$ cat src/rtl/bandwidth_admission_table_top_macros.svh
// ----------------------------------------------------------------------------
// Bandwidth admission table assertion macros
// Shared property templates for the admission table checks.
// ----------------------------------------------------------------------------
`ifndef BANDWIDTH_ADMISSION_TABLE_TOP_MACROS_SVH
`define BANDWIDTH_ADMISSION_TABLE_TOP_MACROS_SVH

// same-cycle implication
`define BAT_ASSERT_IMPL(lbl, ant, cons) \
    lbl: assert property (@(posedge clk) disable iff (!rst_n) (ant) |-> (cons)) \
        else $error("bat: same-cycle check failed");

// next-cycle implication
`define BAT_ASSERT_NEXT(lbl, ant, cons) \
    lbl: assert property (@(posedge clk) disable iff (!rst_n) (ant) |=> (cons)) \
        else $error("bat: next-cycle check failed");

`endif

$ cat src/rtl/bat_pkg.sv
// ----------------------------------------------------------------------------
// Bandwidth admission table package
// Shared types, codes and constants of the admission table.
// ----------------------------------------------------------------------------
package bat_pkg;

    localparam int MAX_STREAMS_DEF = 16;

    localparam logic [31:0] TOTAL_BW_RST   = 32'd1000000000;
    localparam logic [15:0] FIRST_PORT_RST = 16'd6100;

    localparam int ALU_W = 34;

    localparam logic [ALU_W-1:0] AUDIO_BW     = ALU_W'(8000 * 16);
    localparam logic [ALU_W-1:0] LOW_PIX_BW   = ALU_W'(24 * 320 * 240);
    localparam logic [ALU_W-1:0] HIGH_PIX_BW  = ALU_W'(24 * 640 * 480);

    typedef enum logic [1:0] {
        FN_ADMIT  = 2'd0,
        FN_CHANGE = 2'd1,
        FN_SWITCH = 2'd2,
        FN_REMOVE = 2'd3
    } func_t;

    typedef enum logic [1:0] {
        ST_OK       = 2'd0,
        ST_REJECT   = 2'd1,
        ST_FULL     = 2'd2,
        ST_NOTFOUND = 2'd3
    } status_t;

    typedef enum logic {
        CFG_TOTAL_BW   = 1'b0,
        CFG_FIRST_PORT = 1'b1
    } cfg_idx_t;

    typedef struct packed {
        logic        wr;
        logic        clr;
        logic [15:0] port;
        logic [31:0] bw;
        logic        mode;
    } tbl_wr_t;

    typedef struct packed {
        logic        vld;
        logic [15:0] port;
        logic [31:0] bw;
        logic        mode;
    } tbl_rd_t;

    typedef struct packed {
        status_t     status;
        logic [15:0] port;
        logic [31:0] bw;
        logic [31:0] remaining;
        logic        mode;
    } res_t;

endpackage

$ cat src/rtl/bat_alu.sv
// ----------------------------------------------------------------------------
// Bandwidth admission table adder
// Shared 34-bit add/subtract unit used by the sequencer's arithmetic steps.
// ----------------------------------------------------------------------------
module bat_alu (
    input  logic [bat_pkg::ALU_W-1:0] a,
    input  logic [bat_pkg::ALU_W-1:0] b,
    input  logic                      sub,
    output logic [bat_pkg::ALU_W-1:0] y
);

    logic [bat_pkg::ALU_W-1:0] b_eff;

    assign b_eff = sub ? ~b : b;
    assign y     = a + b_eff + bat_pkg::ALU_W'(sub);

endmodule

$ cat src/rtl/bat_table.sv
// ----------------------------------------------------------------------------
// Bandwidth admission table storage
// Stream entry memory with registered read and per-entry valid flags.
// ----------------------------------------------------------------------------
module bat_table #(
    parameter int MAX_STREAMS = bat_pkg::MAX_STREAMS_DEF,
    parameter int IDX_W       = (MAX_STREAMS > 1) ? $clog2(MAX_STREAMS) : 1
) (
    input  logic             clk,
    input  logic             rst_n,
    input  logic             rd_en,
    input  logic [IDX_W-1:0] rd_idx,
    output bat_pkg::tbl_rd_t rd,
    input  logic [IDX_W-1:0] wr_idx,
    input  bat_pkg::tbl_wr_t wr
);

    logic [15:0]            port_mem [MAX_STREAMS];
    logic [31:0]            bw_mem   [MAX_STREAMS];
    logic                   mode_mem [MAX_STREAMS];
    logic [MAX_STREAMS-1:0] valid_reg;
    logic [IDX_W-1:0]       rd_idx_reg;
    logic [15:0]            rd_port_reg;
    logic [31:0]            rd_bw_reg;
    logic                   rd_mode_reg;

    always_ff @(posedge clk)
    begin
        if (wr.wr)
        begin
            port_mem[wr_idx] <= wr.port;
            bw_mem[wr_idx]   <= wr.bw;
            mode_mem[wr_idx] <= wr.mode;
        end
        if (rd_en)
        begin
            rd_idx_reg  <= rd_idx;
            rd_port_reg <= port_mem[rd_idx];
            rd_bw_reg   <= bw_mem[rd_idx];
            rd_mode_reg <= mode_mem[rd_idx];
        end
    end

    always_ff @(posedge clk or negedge rst_n)
    begin
        if (!rst_n)
        begin
            valid_reg <= '0;
        end
        else if (wr.wr)
        begin
            valid_reg[wr_idx] <= 1'b1;
        end
        else if (wr.clr)
        begin
            valid_reg[wr_idx] <= 1'b0;
        end
    end

    assign rd.vld  = valid_reg[rd_idx_reg];
    assign rd.port = rd_port_reg;
    assign rd.bw   = rd_bw_reg;
    assign rd.mode = rd_mode_reg;

endmodule

$ cat src/rtl/bat_ctrl.sv
// ----------------------------------------------------------------------------
// Bandwidth admission table sequencer
// Steps each request through the shared adder and the entry scan.
// ----------------------------------------------------------------------------
module bat_ctrl #(
    parameter int MAX_STREAMS = bat_pkg::MAX_STREAMS_DEF,
    parameter int IDX_W       = (MAX_STREAMS > 1) ? $clog2(MAX_STREAMS) : 1
) (
    input  logic             clk,
    input  logic             rst_n,
    input  logic             in_valid,
    output logic             in_stall,
    input  logic [1:0]       func,
    input  logic             audio_active,
    input  logic             high_resolution,
    input  logic [7:0]       frame_rate,
    input  logic [15:0]      stream_port,
    input  logic [31:0]      new_bandwidth,
    input  logic             cfg_valid,
    output logic             cfg_ready,
    input  logic             cfg_index,
    input  logic [31:0]      cfg_data,
    output logic             rd_en,
    output logic [IDX_W-1:0] rd_idx,
    input  bat_pkg::tbl_rd_t rd,
    output logic [IDX_W-1:0] wr_idx,
    output bat_pkg::tbl_wr_t wr,
    output logic             res_valid,
    output bat_pkg::res_t    res,
    input  logic             out_free
);

    localparam int CNT_W = $clog2(MAX_STREAMS + 1);
    localparam int AW    = bat_pkg::ALU_W;

    typedef enum logic [9:0] {
        S_IDLE  = 10'b00_0000_0001,
        S_MUL   = 10'b00_0000_0010,
        S_AUD   = 10'b00_0000_0100,
        S_CHK   = 10'b00_0000_1000,
        S_SCAN  = 10'b00_0001_0000,
        S_ADMIT = 10'b00_0010_0000,
        S_RET   = 10'b00_0100_0000,
        S_SUM   = 10'b00_1000_0000,
        S_NET   = 10'b01_0000_0000,
        S_OUT   = 10'b10_0000_0000
    } state_t;

    state_t             state_reg, state_next;
    bat_pkg::func_t     func_reg, func_next;
    logic               audio_reg, audio_next;
    logic [15:0]        port_reg, port_next;
    logic [31:0]        nbw_reg, nbw_next;
    logic [AW-1:0]      acc_reg, acc_next;
    logic [AW-1:0]      pix_reg, pix_next;
    logic [7:0]         rate_reg, rate_next;
    logic [2:0]         mul_cnt_reg, mul_cnt_next;
    logic [31:0]        diff_reg, diff_next;
    logic [AW-1:0]      sum_reg, sum_next;
    logic [CNT_W-1:0]   scan_cnt_reg, scan_cnt_next;
    logic               cmp_pend_reg, cmp_pend_next;
    logic [IDX_W-1:0]   cmp_idx_reg, cmp_idx_next;
    logic [IDX_W-1:0]   slot_reg, slot_next;
    logic [31:0]        ebw_reg, ebw_next;
    logic               emode_reg, emode_next;
    logic [31:0]        remaining_reg, remaining_next;
    logic [15:0]        next_port_reg, next_port_next;
    bat_pkg::res_t      res_reg, res_next;

    logic [AW-1:0]      alu_a;
    logic [AW-1:0]      alu_b;
    logic               alu_sub;
    logic [AW-1:0]      alu_y;
    logic               hit;
    logic [31:0]        alu_sat;
    logic               new_mode;

    bat_alu u_alu (
        .a   (alu_a),
        .b   (alu_b),
        .sub (alu_sub),
        .y   (alu_y)
    );

    assign alu_sat  = (alu_y[AW-1:32] != '0) ? 32'hFFFF_FFFF : alu_y[31:0];
    assign new_mode = emode_reg ^ (func_reg == bat_pkg::FN_SWITCH);
    assign hit      = (func_reg == bat_pkg::FN_ADMIT) ? !rd.vld
                                                      : (rd.vld && (rd.port == port_reg));

    always_comb
    begin
        alu_a   = acc_reg;
        alu_b   = '0;
        alu_sub = 1'b0;
        unique case (state_reg)
            S_MUL:
            begin
                alu_b = rate_reg[0] ? pix_reg : '0;
            end
            S_AUD:
            begin
                alu_b = audio_reg ? bat_pkg::AUDIO_BW : '0;
            end
            S_CHK:
            begin
                alu_a   = AW'(remaining_reg);
                alu_b   = acc_reg;
                alu_sub = 1'b1;
            end
            S_RET, S_SUM:
            begin
                alu_a = AW'(remaining_reg);
                alu_b = AW'(ebw_reg);
            end
            S_NET:
            begin
                alu_a   = sum_reg;
                alu_b   = AW'(nbw_reg);
                alu_sub = 1'b1;
            end
            default:
            begin
                alu_a = acc_reg;
            end
        endcase
    end

    always_comb
    begin
        state_next     = state_reg;
        func_next      = func_reg;
        audio_next     = audio_reg;
        port_next      = port_reg;
        nbw_next       = nbw_reg;
        acc_next       = acc_reg;
        pix_next       = pix_reg;
        rate_next      = rate_reg;
        mul_cnt_next   = mul_cnt_reg;
        diff_next      = diff_reg;
        sum_next       = sum_reg;
        scan_cnt_next  = scan_cnt_reg;
        cmp_pend_next  = cmp_pend_reg;
        cmp_idx_next   = cmp_idx_reg;
        slot_next      = slot_reg;
        ebw_next       = ebw_reg;
        emode_next     = emode_reg;
        remaining_next = remaining_reg;
        next_port_next = next_port_reg;
        res_next       = res_reg;
        rd_en          = 1'b0;
        rd_idx         = scan_cnt_reg[IDX_W-1:0];
        wr_idx         = slot_reg;
        wr             = '0;

        unique case (state_reg)
            S_IDLE:
            begin
                if (in_valid)
                begin
                    func_next     = bat_pkg::func_t'(func);
                    audio_next    = audio_active;
                    port_next     = stream_port;
                    nbw_next      = new_bandwidth;
                    acc_next      = '0;
                    pix_next      = high_resolution ? bat_pkg::HIGH_PIX_BW
                                                    : bat_pkg::LOW_PIX_BW;
                    rate_next     = frame_rate;
                    mul_cnt_next  = '0;
                    scan_cnt_next = '0;
                    cmp_pend_next = 1'b0;
                    state_next    = (bat_pkg::func_t'(func) == bat_pkg::FN_ADMIT) ? S_MUL
                                                                                : S_SCAN;
                end
                else if (cfg_valid)
                begin
                    unique case (bat_pkg::cfg_idx_t'(cfg_index))
                        bat_pkg::CFG_TOTAL_BW:   remaining_next = cfg_data;
                        bat_pkg::CFG_FIRST_PORT: next_port_next = cfg_data[15:0];
                        default:                 remaining_next = remaining_reg;
                    endcase
                end
            end
            S_MUL:
            begin
                acc_next     = alu_y;
                pix_next     = {pix_reg[AW-2:0], 1'b0};
                rate_next    = {1'b0, rate_reg[7:1]};
                mul_cnt_next = mul_cnt_reg + 3'd1;
                if (mul_cnt_reg == 3'd7)
                begin
                    state_next = S_AUD;
                end
            end
            S_AUD:
            begin
                acc_next   = alu_y;
                state_next = S_CHK;
            end
            S_CHK:
            begin
                if (alu_y[AW-1])
                begin
                    res_next   = '{bat_pkg::ST_REJECT, 16'd0, acc_reg[31:0], 32'd0, 1'b0};
                    state_next = S_OUT;
                end
                else
                begin
                    diff_next  = alu_y[31:0];
                    state_next = S_SCAN;
                end
            end
            S_SCAN:
            begin
                if (scan_cnt_reg != CNT_W'(MAX_STREAMS))
                begin
                    rd_en         = 1'b1;
                    cmp_idx_next  = scan_cnt_reg[IDX_W-1:0];
                    cmp_pend_next = 1'b1;
                    scan_cnt_next = scan_cnt_reg + CNT_W'(1);
                end
                else
                begin
                    cmp_pend_next = 1'b0;
                end
                if (cmp_pend_reg)
                begin
                    if (hit)
                    begin
                        slot_next     = cmp_idx_reg;
                        ebw_next      = rd.bw;
                        emode_next    = rd.mode;
                        cmp_pend_next = 1'b0;
                        unique case (func_reg)
                            bat_pkg::FN_ADMIT:  state_next = S_ADMIT;
                            bat_pkg::FN_REMOVE: state_next = S_RET;
                            default:            state_next = S_SUM;
                        endcase
                    end
                    else if (cmp_idx_reg == IDX_W'(MAX_STREAMS - 1))
                    begin
                        cmp_pend_next = 1'b0;
                        state_next    = S_OUT;
                        if (func_reg == bat_pkg::FN_ADMIT)
                        begin
                            res_next = '{bat_pkg::ST_FULL, 16'd0, acc_reg[31:0], 32'd0, 1'b0};
                        end
                        else
                        begin
                            res_next = '{bat_pkg::ST_NOTFOUND, port_reg, 32'd0, 32'd0, 1'b0};
                        end
                    end
                end
            end
            S_ADMIT:
            begin
                wr             = '{1'b1, 1'b0, next_port_reg, acc_reg[31:0], audio_reg};
                remaining_next = diff_reg;
                next_port_next = next_port_reg + 16'd1;
                res_next       = '{bat_pkg::ST_OK, next_port_reg, acc_reg[31:0], 32'd0,
                                   audio_reg};
                state_next     = S_OUT;
            end
            S_RET:
            begin
                wr             = '{1'b0, 1'b1, 16'd0, 32'd0, 1'b0};
                remaining_next = alu_sat;
                res_next       = '{bat_pkg::ST_OK, port_reg, ebw_reg, 32'd0, emode_reg};
                state_next     = S_OUT;
            end
            S_SUM:
            begin
                sum_next   = alu_y;
                state_next = S_NET;
            end
            S_NET:
            begin
                if (!alu_y[AW-1] && (alu_y != '0))
                begin
                    wr             = '{1'b1, 1'b0, port_reg, nbw_reg, new_mode};
                    remaining_next = alu_sat;
                    res_next       = '{bat_pkg::ST_OK, port_reg, nbw_reg, 32'd0, new_mode};
                end
                else
                begin
                    res_next = '{bat_pkg::ST_REJECT, port_reg, ebw_reg, 32'd0, emode_reg};
                end
                state_next = S_OUT;
            end
            S_OUT:
            begin
                if (out_free)
                begin
                    state_next = S_IDLE;
                end
            end
            default:
            begin
                state_next = S_IDLE;
            end
        endcase
    end

    always_ff @(posedge clk or negedge rst_n)
    begin
        if (!rst_n)
        begin
            state_reg     <= S_IDLE;
            mul_cnt_reg   <= '0;
            scan_cnt_reg  <= '0;
            cmp_pend_reg  <= 1'b0;
            remaining_reg <= bat_pkg::TOTAL_BW_RST;
            next_port_reg <= bat_pkg::FIRST_PORT_RST;
        end
        else
        begin
            state_reg     <= state_next;
            mul_cnt_reg   <= mul_cnt_next;
            scan_cnt_reg  <= scan_cnt_next;
            cmp_pend_reg  <= cmp_pend_next;
            remaining_reg <= remaining_next;
            next_port_reg <= next_port_next;
        end
    end

    always_ff @(posedge clk)
    begin
        func_reg    <= func_next;
        audio_reg   <= audio_next;
        port_reg    <= port_next;
        nbw_reg     <= nbw_next;
        acc_reg     <= acc_next;
        pix_reg     <= pix_next;
        rate_reg    <= rate_next;
        diff_reg    <= diff_next;
        sum_reg     <= sum_next;
        cmp_idx_reg <= cmp_idx_next;
        slot_reg    <= slot_next;
        ebw_reg     <= ebw_next;
        emode_reg   <= emode_next;
        res_reg     <= res_next;
    end

    assign in_stall      = (state_reg != S_IDLE);
    assign cfg_ready     = (state_reg == S_IDLE) && !in_valid;
    assign res_valid     = (state_reg == S_OUT);
    assign res.status    = res_reg.status;
    assign res.port      = res_reg.port;
    assign res.bw        = res_reg.bw;
    assign res.remaining = remaining_reg;
    assign res.mode      = res_reg.mode;

endmodule

$ cat src/rtl/bandwidth_admission_table_top.sv
// ----------------------------------------------------------------------------
// Bandwidth admission table
// Admission control over a table of streams sharing one bandwidth pool.
// ----------------------------------------------------------------------------
// Input channel: in_valid/in_stall carry one request word (func and its
// operands). in_stall is high while a request is in progress.
// Output channel: out_valid/out_stall carry one result word per request,
// held in an output register so a stalled result does not block the next
// request from starting.
// Config channel: cfg_valid/cfg_ready write total_bandwidth (index 0, also
// reloads the pool) or first_port (index 1, reloads the port counter);
// cfg_ready is high only between requests while no request is offered.
// An admit request runs eight shift-add steps for the frame-rate product,
// the audio add, the bandwidth check, a scan through the single read
// port of the entry memory, then the update.
// Reset empties the table, loads the pool with 1000000000 and the port
// counter with 6100. A stalled result waits; the next request then waits in
// its last step until the output register frees.
// ----------------------------------------------------------------------------
`include "bandwidth_admission_table_top_macros.svh"

module bandwidth_admission_table_top #(
    parameter int MAX_STREAMS = bat_pkg::MAX_STREAMS_DEF
) (
    input  logic        clk,
    input  logic        rst_n,
    input  logic        in_valid,
    output logic        in_stall,
    input  logic [1:0]  func,
    input  logic        audio_active,
    input  logic        high_resolution,
    input  logic [7:0]  frame_rate,
    input  logic [15:0] stream_port,
    input  logic [31:0] new_bandwidth,
    output logic        out_valid,
    input  logic        out_stall,
    output logic [1:0]  status,
    output logic [15:0] granted_port,
    output logic [31:0] stream_bandwidth,
    output logic [31:0] remaining_bandwidth,
    output logic        mode_active,
    input  logic        cfg_valid,
    output logic        cfg_ready,
    input  logic        cfg_index,
    input  logic [31:0] cfg_data
);

    localparam int IDX_W = (MAX_STREAMS > 1) ? $clog2(MAX_STREAMS) : 1;

    logic             rd_en;
    logic [IDX_W-1:0] rd_idx;
    bat_pkg::tbl_rd_t rd;
    logic [IDX_W-1:0] wr_idx;
    bat_pkg::tbl_wr_t wr;
    logic             res_valid;
    bat_pkg::res_t    res;
    logic             out_free;
    logic             out_valid_reg;
    bat_pkg::res_t    out_reg;

    bat_ctrl #(
        .MAX_STREAMS (MAX_STREAMS),
        .IDX_W       (IDX_W)
    ) u_ctrl (
        .clk             (clk),
        .rst_n           (rst_n),
        .in_valid        (in_valid),
        .in_stall        (in_stall),
        .func            (func),
        .audio_active    (audio_active),
        .high_resolution (high_resolution),
        .frame_rate      (frame_rate),
        .stream_port     (stream_port),
        .new_bandwidth   (new_bandwidth),
        .cfg_valid       (cfg_valid),
        .cfg_ready       (cfg_ready),
        .cfg_index       (cfg_index),
        .cfg_data        (cfg_data),
        .rd_en           (rd_en),
        .rd_idx          (rd_idx),
        .rd              (rd),
        .wr_idx          (wr_idx),
        .wr              (wr),
        .res_valid       (res_valid),
        .res             (res),
        .out_free        (out_free)
    );

    bat_table #(
        .MAX_STREAMS (MAX_STREAMS),
        .IDX_W       (IDX_W)
    ) u_table (
        .clk    (clk),
        .rst_n  (rst_n),
        .rd_en  (rd_en),
        .rd_idx (rd_idx),
        .rd     (rd),
        .wr_idx (wr_idx),
        .wr     (wr)
    );

    assign out_free = !out_valid_reg || !out_stall;

    always_ff @(posedge clk or negedge rst_n)
    begin
        if (!rst_n)
        begin
            out_valid_reg <= 1'b0;
        end
        else if (out_free)
        begin
            out_valid_reg <= res_valid;
        end
    end

    always_ff @(posedge clk)
    begin
        if (out_free && res_valid)
        begin
            out_reg <= res;
        end
    end

    assign out_valid           = out_valid_reg;
    assign status              = out_reg.status;
    assign granted_port        = out_reg.port;
    assign stream_bandwidth    = out_reg.bw;
    assign remaining_bandwidth = out_reg.remaining;
    assign mode_active         = out_reg.mode;

    `BAT_ASSERT_NEXT(a_busy_after_accept, in_valid && !in_stall, in_stall)
    `BAT_ASSERT_IMPL(a_notfound_fields, out_valid && (status == bat_pkg::ST_NOTFOUND),
                     (stream_bandwidth == 32'd0) && !mode_active)
    `BAT_ASSERT_IMPL(a_full_fields, out_valid && (status == bat_pkg::ST_FULL),
                     (granted_port == 16'd0) && !mode_active)
    `BAT_ASSERT_IMPL(a_cfg_only_idle, cfg_ready, !in_stall)

endmodule

$ cat config.mk
export PLATFORM = sky130hd
export DESIGN_NAME = bandwidth_admission_table_top
export DESIGN_NICKNAME = d
export VERILOG_FILES = /design/src/rtl/bat_pkg.sv /design/src/rtl/bat_alu.sv /design/src/rtl/bat_table.sv /design/src/rtl/bat_ctrl.sv /design/src/rtl/bandwidth_admission_table_top.sv
export VERILOG_INCLUDE_DIRS = /design/src /design/src/rtl
export SDC_FILE = /design/constraint.sdc
export NUM_CORES = 1
export LEC_CHECK = 0
export BUFFER_PORTS_ARGS = -buffer_cell sky130_fd_sc_hd__buf_2
export CORE_AREA = 4 4 366 368
export DETAILED_ROUTE_END_ITERATION = 6
export DIE_AREA = 0 0 370 372
export PLACE_DENSITY = 0.63
export SKIP_LAST_GASP = 1
export SLEW_MARGIN = 0
export SYNTH_ARGS = -nofsm -noshare
export SYNTH_HDL_FRONTEND = slang
export SYNTH_HIERARCHICAL = 1
export SYNTH_SLANG_ARGS = --single-unit
$ cat constraint.sdc
create_clock -name clk -period 9.3 [get_ports clk]
set_input_delay 1.395 -clock clk [delete_from_list [all_inputs] [get_ports clk]]
set_output_delay 1.395 -clock clk [all_outputs]
set_load 0.01 [all_outputs]
==> summary.txt, run 1 <==
CTS
  – TritonCTS Sinks: 1,276
  – CTS tree: yes
  – Resized cells post-CTS: 0
  – H-Tree Depth: 4
  – Max Root-Sink Buffers: 3
  – Clock Root Buffer: clkbuf_16
  – Clock transition at path regs: 0.06 ns
  – Worst-Skew Late Latency: 0.77 ns
  – Hold-fix buffers at CTS: 0
  – Num CTS Buffers: 136
  – Post-CTS setup buffer count: 0

STA
  – Unrepaired setup endpoints after global routing: no
  – Max_slew headroom: 26.8%
  – Final setup fails: 0
  – Worst slew pin tran: 1.10 ns
  – Clock Skew: 0.0399 ns
  – Fmax achieved: 0.123 GHz
  – Crit share post-route: 87.2%
  – Final total negative setup slack: 0 ns
  – Fin. Hold Viols: 0
  – WHS: 0.403 ns
  – Final slew viol count: 0
  – Final min period: 8.11 ns

Power and ir drop
  – Int Power: 0.0107 W
  – Worst IR Drop VDD: 0.197 mV
  – Comb power frac: 14.3%
  – Clk pwr share: 36.7%
  – Power per cell area: 246 nW/µm²
  – Sequential share of power: 49.0%
  – Net load switching power: 0.00399 W
  – Sw Ratio: 27.2%
  – Leakage: 22.2 nW

Route
  – Initial drt markers: 3,265
  – DRC: 0
  – Via count: 29,000
  – DRT Wirelength: 134,000 µm
  – Drt first pass iters: 7
  – ANT nets after route: 0
  – Routed vias/inst: 5.62
  – DR WL/cell: 26.1 µm

Placed design
  – Dpl hpwl: 88,400 µm
  – Number of port buffers: 183
  – Routability cong.: 0.924
  – Area after DPL: 55,200 µm²
  – Dpl cells: 4,907

Synthesis
  – Largest family of logic cells by synthesized area: multiplexers
  – Number of synthesized flops with an enable pin: 1,192
  – Synth Area in Simple Gates: 6.13%
  – Complex-gate fraction of the synthesized area: 7.85%
  – Adder-Cell Fraction of Synth Area: 1.02%
  – Multiplexer share of the synthesized area: 8.76%
  – Fraction of registers with async set/reset: 6.58%
  – Netlist cell types: 86
  – Yosys warns: 6
  – Seq/Total Area, Yosys: 72.9%
  – Synth Register Bits: 1,276
  – Post-synthesis area per instance: 17.0 µm²
  – Net count after synthesis: 3,203
  – Mapped Area: 52,000 µm²
  – Most used DFF post-synth: edfxtp_1
  – Cell count after synthesis: 3,063
  – Post-Synth XOR/XNOR Area: 1.50%

Run status
  – Status: finished clean

Worst setup path
  – Setup crit end kind: flip-flop
  – Crit path DAT: 8.53 ns
  – Crit Path Category: flip-flop to flip-flop
  – Worst-path fanout max: 56
  – CP required: 9.72 ns
  – Worst setup SP type: flip-flop

GRT
  – Number of global-route vias before repair: 28,800
  – Largest net degree at the start of global routing: 125
  – First-pass GRT wire length: 196,000 µm
  – Global route overflow: 0
  – All-Layer GR Usage: 19.4%
  – Initial antenna violation count: 5

Final layout
  – Area Overhead vs Synth: 14.8%
  – Non-filler cells, final: 5,157
  – Layout cells sized above 1: 22.3%
  – Max FFs per register: 512
  – Reg area: 37,900 µm²
  – Final instance area: 59,700 µm²
  – Nets: 3,430
  – FILL cells: 11,200
  – Multi-input gate area: 13,400 µm²

Die
  – Core ar.: 131,000 µm²
  – Top Ports: 184
  – Chip height: 372 µm
  – Die area: 138,000 µm²
  – # rows: 133
  – Die width: 370 µm
  – Initial Util: 39.8%

Job
  – Total of max-cap violations: 0

Min path
  – Hold Path Class: flip-flop to flip-flop
## metal layers
metal | global-route usage, % | wire length (µm) | vias to the layer above
met3 | 4.14 | 10100 | 205
li1 | - | - | 12600
met5 | 0 | 0 | -
met2 | 30.4 | 62900 | 1164
met4 | 6.18 | 3660 | 0
met1 | 27.1 | 57800 | 15000
## layout make-up
class / instances / area share (%)
antenna: 1 / 0.00419
clock buffer: 182 / 6.14
clock inverter: 67 / 1.36
inverter: 19 / 0.119
multi-input combinational: 1596 / 22.4
sequential: 1276 / 63.5
tap: 1755 / 3.68
timing repair buffer: 261 / 2.79
## synthesized netlist by cell type, types with 5 or more instances
library cell,n,area (µm²)
a211oi_1,6,45.0
a21o_1,42,315
a21oi_1,84,420
a21oi_2,28,245
a221o_1,36,360
a22o_1,25,219
a22oi_1,167,1250
a32o_1,8,80.1
and2_1,58,363
and3_1,23,144
buf_1,11,41.3
buf_2,43,215
buf_4,16,120
buf_6,15,169
clkbuf_1,87,327
dfrtp_1,62,1550
dfstp_2,22,578
edfxtp_1,1192,35800
ha_1,41,513
inv_1,19,71.3
mux4_2,200,4500
nand2_1,333,1250
nand2b_1,9,56.3
nand3_1,27,135
nand3b_1,7,52.6
nand4_1,19,119
nor2_1,128,480
nor2b_1,5,31.3
nor3_1,22,110
nor3b_1,5,37.5
nor4_1,17,106
o211ai_1,6,45.0
o21a_1,6,45.0
o21ai_0,96,480
o21ai_1,11,55.1
o22ai_1,10,62.6
o32ai_1,6,52.6
xnor2_1,29,254
xor2_1,60,526
## worst paths after layout
check                                         start                      end  slack (ns)  cells past startpoint
min in group asynchronous                     rst_n  u_ctrl/next_port_reg[3]        0.51                      1
worst max-delay path            u_ctrl/state_reg[3]    u_table/bw_mem[7][24]        1.19                     20
worst min-delay path                 u_ctrl/res[78]         granted_port[13]        0.40                      0
worst max register to register  u_ctrl/state_reg[3]    u_table/bw_mem[7][24]        1.19                     20
worst min register to register       u_ctrl/res[78]         granted_port[13]        0.40                      0
max in group asynchronous                     rst_n   u_ctrl/scan_cnt_reg[0]        7.47                      2
## cells by family (layout without fill, tap and decap cells)
family,after synthesis,count (layout)
other,0,1
adder cells (fa/ha/maj),42,42
multiplexers,205,205
buffers and inverters,191,529
flip-flops,1276,1276
XOR/XNOR,89,89
AO/OA/AOI/OAI,574,574
AND/OR/NAND/NOR,686,686
## through the flow
step                worst slack [ns]  power [W]  util (%)
CTS                             1.42     0.0148      45.6
global route                   0.709     0.0152      45.6
detailed placement              1.45    0.00941      42.2
finish                          1.19     0.0147      45.6
global placement                1.44    0.00940      42.2
floorplan                       1.42    0.00860         -
## cell usage in the layout, fill, tap and decap left out, types with 66 or more instances in the layout
cell          n
o21ai_0      96
nor2_1      106
nand2_1     332
edfxtp_1   1192
mux4_2      200
a21oi_1      84
a22oi_1     167
clkbuf_16   137
buf_4        66
buf_2       182
## worst max-delay path: stages (launching register included)
cell      delay (ns)
dfrtp_1         0.53
nor4_1          0.62
and4_2          0.32
buf_4           0.57
nand2_1         0.26
nand4_1         0.18
xor2_1          0.17
ha_1            0.34
a21oi_1         0.28
nand2_1         0.08
a221oi_1        0.55
a21boi_1        0.22
o41a_1          0.45
xor2_1          0.32
nor4_1          0.12
nand4_1         0.17
o31ai_4         0.12
o21ai_0         0.70
nand3_1         0.58
nor2_4          0.73
buf_12          0.31
## power by group through the flow
stage               Sequential (W)  Combinational, W  Clock (W)
floorplan                  0.00704           0.00156          0
global placement           0.00729           0.00211          0
detailed placement         0.00729           0.00212          0
CTS                        0.00718           0.00212    0.00550
global route               0.00722           0.00227    0.00574
finish                     0.00719           0.00210    0.00538
No activity file was read; power rests on OpenSTA's default activity.
==> inputs of run 2 (changes only) <==
==> constraint.sdc (replaced) <==
create_clock -name clk -period 7.6 [get_ports clk]
set_input_delay 1.14 -clock clk [delete_from_list [all_inputs] [get_ports clk]]
set_output_delay 1.14 -clock clk [all_outputs]
set_load 0.01 [all_outputs]
==> summary.txt, run 2 (same netlist as run 1, synthesis figures left out) <==
Worst setup path
  – Worst setup SP type: flip-flop
  – Worst-path fanout max: 32 (-43%)
  – Crit path DAT: 7.79 ns (-0.74 ns)
  – Crit Path Category: flip-flop to flip-flop
  – CP required: 8.21 ns (-1.51 ns)
  – Setup crit end kind: flip-flop

Power and ir drop
  – Int Power: 0.0129 W (+20%)
  – Leakage: 22.3 nW (+0.46%)
  – Clk pwr share: 36.1% (-0.6 points)
  – Comb power frac: 14.2% (about the same)
  – Power per cell area: 295 nW/µm² (+20%)
  – Sw Ratio: 27.5% (+0.27 points)
  – Worst IR Drop VDD: 0.256 mV (+30%)
  – Net load switching power: 0.00487 W (+22%)
  – Sequential share of power: 49.8% (+0.8 points)

STA
  – Worst slew pin tran: 1.15 ns (+0.0544 ns)
  – Fin. Hold Viols: 0 (unchanged)
  – Worst Slack Setup Final: 0.420 ns (-0.773 ns)
  – Final total negative setup slack: 0 ns (unchanged)
  – Final slew viol count: 0 (unchanged)
  – Unrepaired setup endpoints after global routing: no
  – Final min period: 7.18 ns (-0.927 ns)
  – Max_slew headroom: 23.1% (-3.6 points)
  – Fmax achieved: 0.139 GHz (+13%)
  – Final setup fails: 0 (unchanged)
  – Crit share post-route: 94.5% (+7.3 points)
  – Clock Skew: 0.0341 ns (-0.00582 ns)
  – WHS: 0.372 ns (-0.0302 ns)

Placed design
  – Dpl cells: 4,931 (+0.49%)
  – Routability cong.: 0.915 (-0.97%)
  – Dpl hpwl: 92,000 µm (+4.0%)
  – Pre-CTS WS: 0.557 ns (-0.896 ns)
  – Number of port buffers: 183 (unchanged)

Route
  – Drt first pass iters: 6 (-1)
  – Routed vias/inst: 5.70 (+1.5%)
  – ANT nets after route: 0 (unchanged)
  – Via count: 29,500 (+1.9%)
  – DRT Wirelength: 138,000 µm (+2.7%)
  – DRC: 0 (unchanged)
  – Initial drt markers: 3,588 (+9.9%)
  – DR WL/cell: 26.7 µm (+2.3%)

CTS
  – Clock Root Buffer: clkbuf_16
  – Max Root-Sink Buffers: 3 (unchanged)
  – TritonCTS Sinks: 1,276 (unchanged)
  – Num CTS Buffers: 138 (+1.5%)
  – CTS tree: yes
  – Worst-Skew Late Latency: 0.77 ns (about the same)
  – Resized cells post-CTS: 0 (unchanged)
  – Clock transition at path regs: 0.06 ns (about the same)
  – H-Tree Depth: 4 (unchanged)
  – Hold-fix buffers at CTS: 0 (unchanged)
  – Post-CTS setup buffer count: 0 (unchanged)

Final layout
  – FILL cells: 11,200 (-0.40%)
  – Max FFs per register: 512 (unchanged)
  – Area Overhead vs Synth: 15.5%
  – Most frequent cells in the layout: edfxtp_1 (1,192), nand2_1 (332), mux4_2 (200), buf_2 (182), a22oi_1 (167)
  – Commonest non-fill, non-tap cell in the layout: edfxtp_1
  – Non-filler cells, final: 5,180 (+0.45%)
  – Nets: 3,456 (+0.76%)
  – Layout cells sized above 1: 22.5% (+0.23 points)

GRT
  – Largest net degree at the start of global routing: 151 (+21%)
  – Number of global-route vias before repair: 29,500 (+2.4%)
  – Global route overflow: 0 (unchanged)
  – First-pass GRT wire length: 203,000 µm (+3.5%)
  – Initial antenna violation count: 3 (-2)
  – All-Layer GR Usage: 20.0% (+0.64 points)

Min path
  – Hold Path Class: input port to asynchronous set/reset pin

Die
  – Die area: 138,000 µm² (unchanged)
  – Chip height: 372 µm (unchanged)
  – Top Ports: 184 (unchanged)
  – Initial Util: 39.8% (unchanged)
  – Die width: 370 µm (unchanged)
  – Core ar.: 131,000 µm² (unchanged)
  – # rows: 133 (unchanged)

Job
  – Total of max-cap violations: 0 (unchanged)

Run status
  – Status: finished clean
[run 2: changes by cell type in the layout (fill, tap and decap cells not counted), sizes merged]
cell / change
buf: +24
bufinv: -6
clkbuf: -5
clkinv: +6
clkinvlp: +4
[run 2: final timing paths]
kind | end | slack (ns) | start | depth (start not counted)
setup / recovery | u_ctrl/res[54] | 0.42 | u_ctrl/state_reg[3] | 20
hold / removal | u_ctrl/next_port_reg[11] | 0.37 | rst_n | 1
setup reg to reg | u_ctrl/res[54] | 0.42 | u_ctrl/state_reg[3] | 20
hold reg to reg | u_ctrl/ebw_reg[29] | 0.41 | u_table/rd_bw_reg[29] | 0
max in group asynchronous | u_ctrl/remaining_reg[26] | 6.15 | rst_n | 2
min in group clk | u_ctrl/ebw_reg[29] | 0.41 | u_table/rd_bw_reg[29] | 0
[run 2: critical path, stage by stage, from the launching register on]
cell and delay (ns):
dfrtp_1 0.53, nor4_1 0.58, and4_2 0.62, nand2_1 0.14, nand2_1 0.14, mux2i_2 0.36
inv_1 0.12, fa_1 0.46, a211oi_2 0.29, o211ai_1 0.25, a311oi_2 0.31, a21boi_1 0.19
o41a_1 0.48, xor2_1 0.24, nor4_1 0.30, nand4_1 0.33, o31ai_4 0.52, nand2_1 0.27
nand2b_1 0.14, buf_4 0.42, a221o_1 0.27
[run 2: layout make-up]
cell class | count | area (µm²) | area share, %
inverters | 19 | 71.3 | 0.119
multi-input cells | 1596 | 13400 | 22.2
flip-flops and latches | 1276 | 37900 | 63.1
repair buffers | 285 | 2210 | 3.68
diodes | 1 | 2.50 | 0.00417
well taps | 1755 | 2200 | 3.66
clock inverters | 71 | 641 | 1.07
clock buffers | 177 | 3660 | 6.10
[run 2: power by group through the flow]
| stage | clock network, W | registers [W] | logic [W] |
|---|---|---|---|
| 6_report | 0.00639 | 0.00882 | 0.00252 |
| 5_1_grt | 0.00684 | 0.00887 | 0.00272 |
| 4_1_cts | 0.00651 | 0.00881 | 0.00253 |
| 3_5_place_dp | 0 | 0.00895 | 0.00253 |
| 3_3_place_gp | 0 | 0.00895 | 0.00251 |
| 2_1_floorplan | 0 | 0.00861 | 0.00191 |
[run 2: metal layers]
| metal | GRT usage [%] | part of all wire (%) | vias to the layer above |
|---|---|---|---|
| li1 | - | - | 12700 |
| met1 | 27.9 | 42 | 15300 |
| met2 | 31.6 | 47 | 1310 |
| met3 | 4.67 | 8.4 | 207 |
| met4 | 5.61 | 2.4 | 0 |
| met5 | 0 | 0 | - |
[run 2: per-stage QoR]
stage | total power [W] | cell area (µm²) | util, %
after floorplan | 0.0105 | 52000 | -
after global placement | 0.0115 | 55800 | 42.6
after detailed placement | 0.0115 | 55800 | 42.6
after CTS | 0.0179 | 60100 | 45.9
after global routing | 0.0184 | 60100 | 45.9
final | 0.0177 | 60100 | 45.9
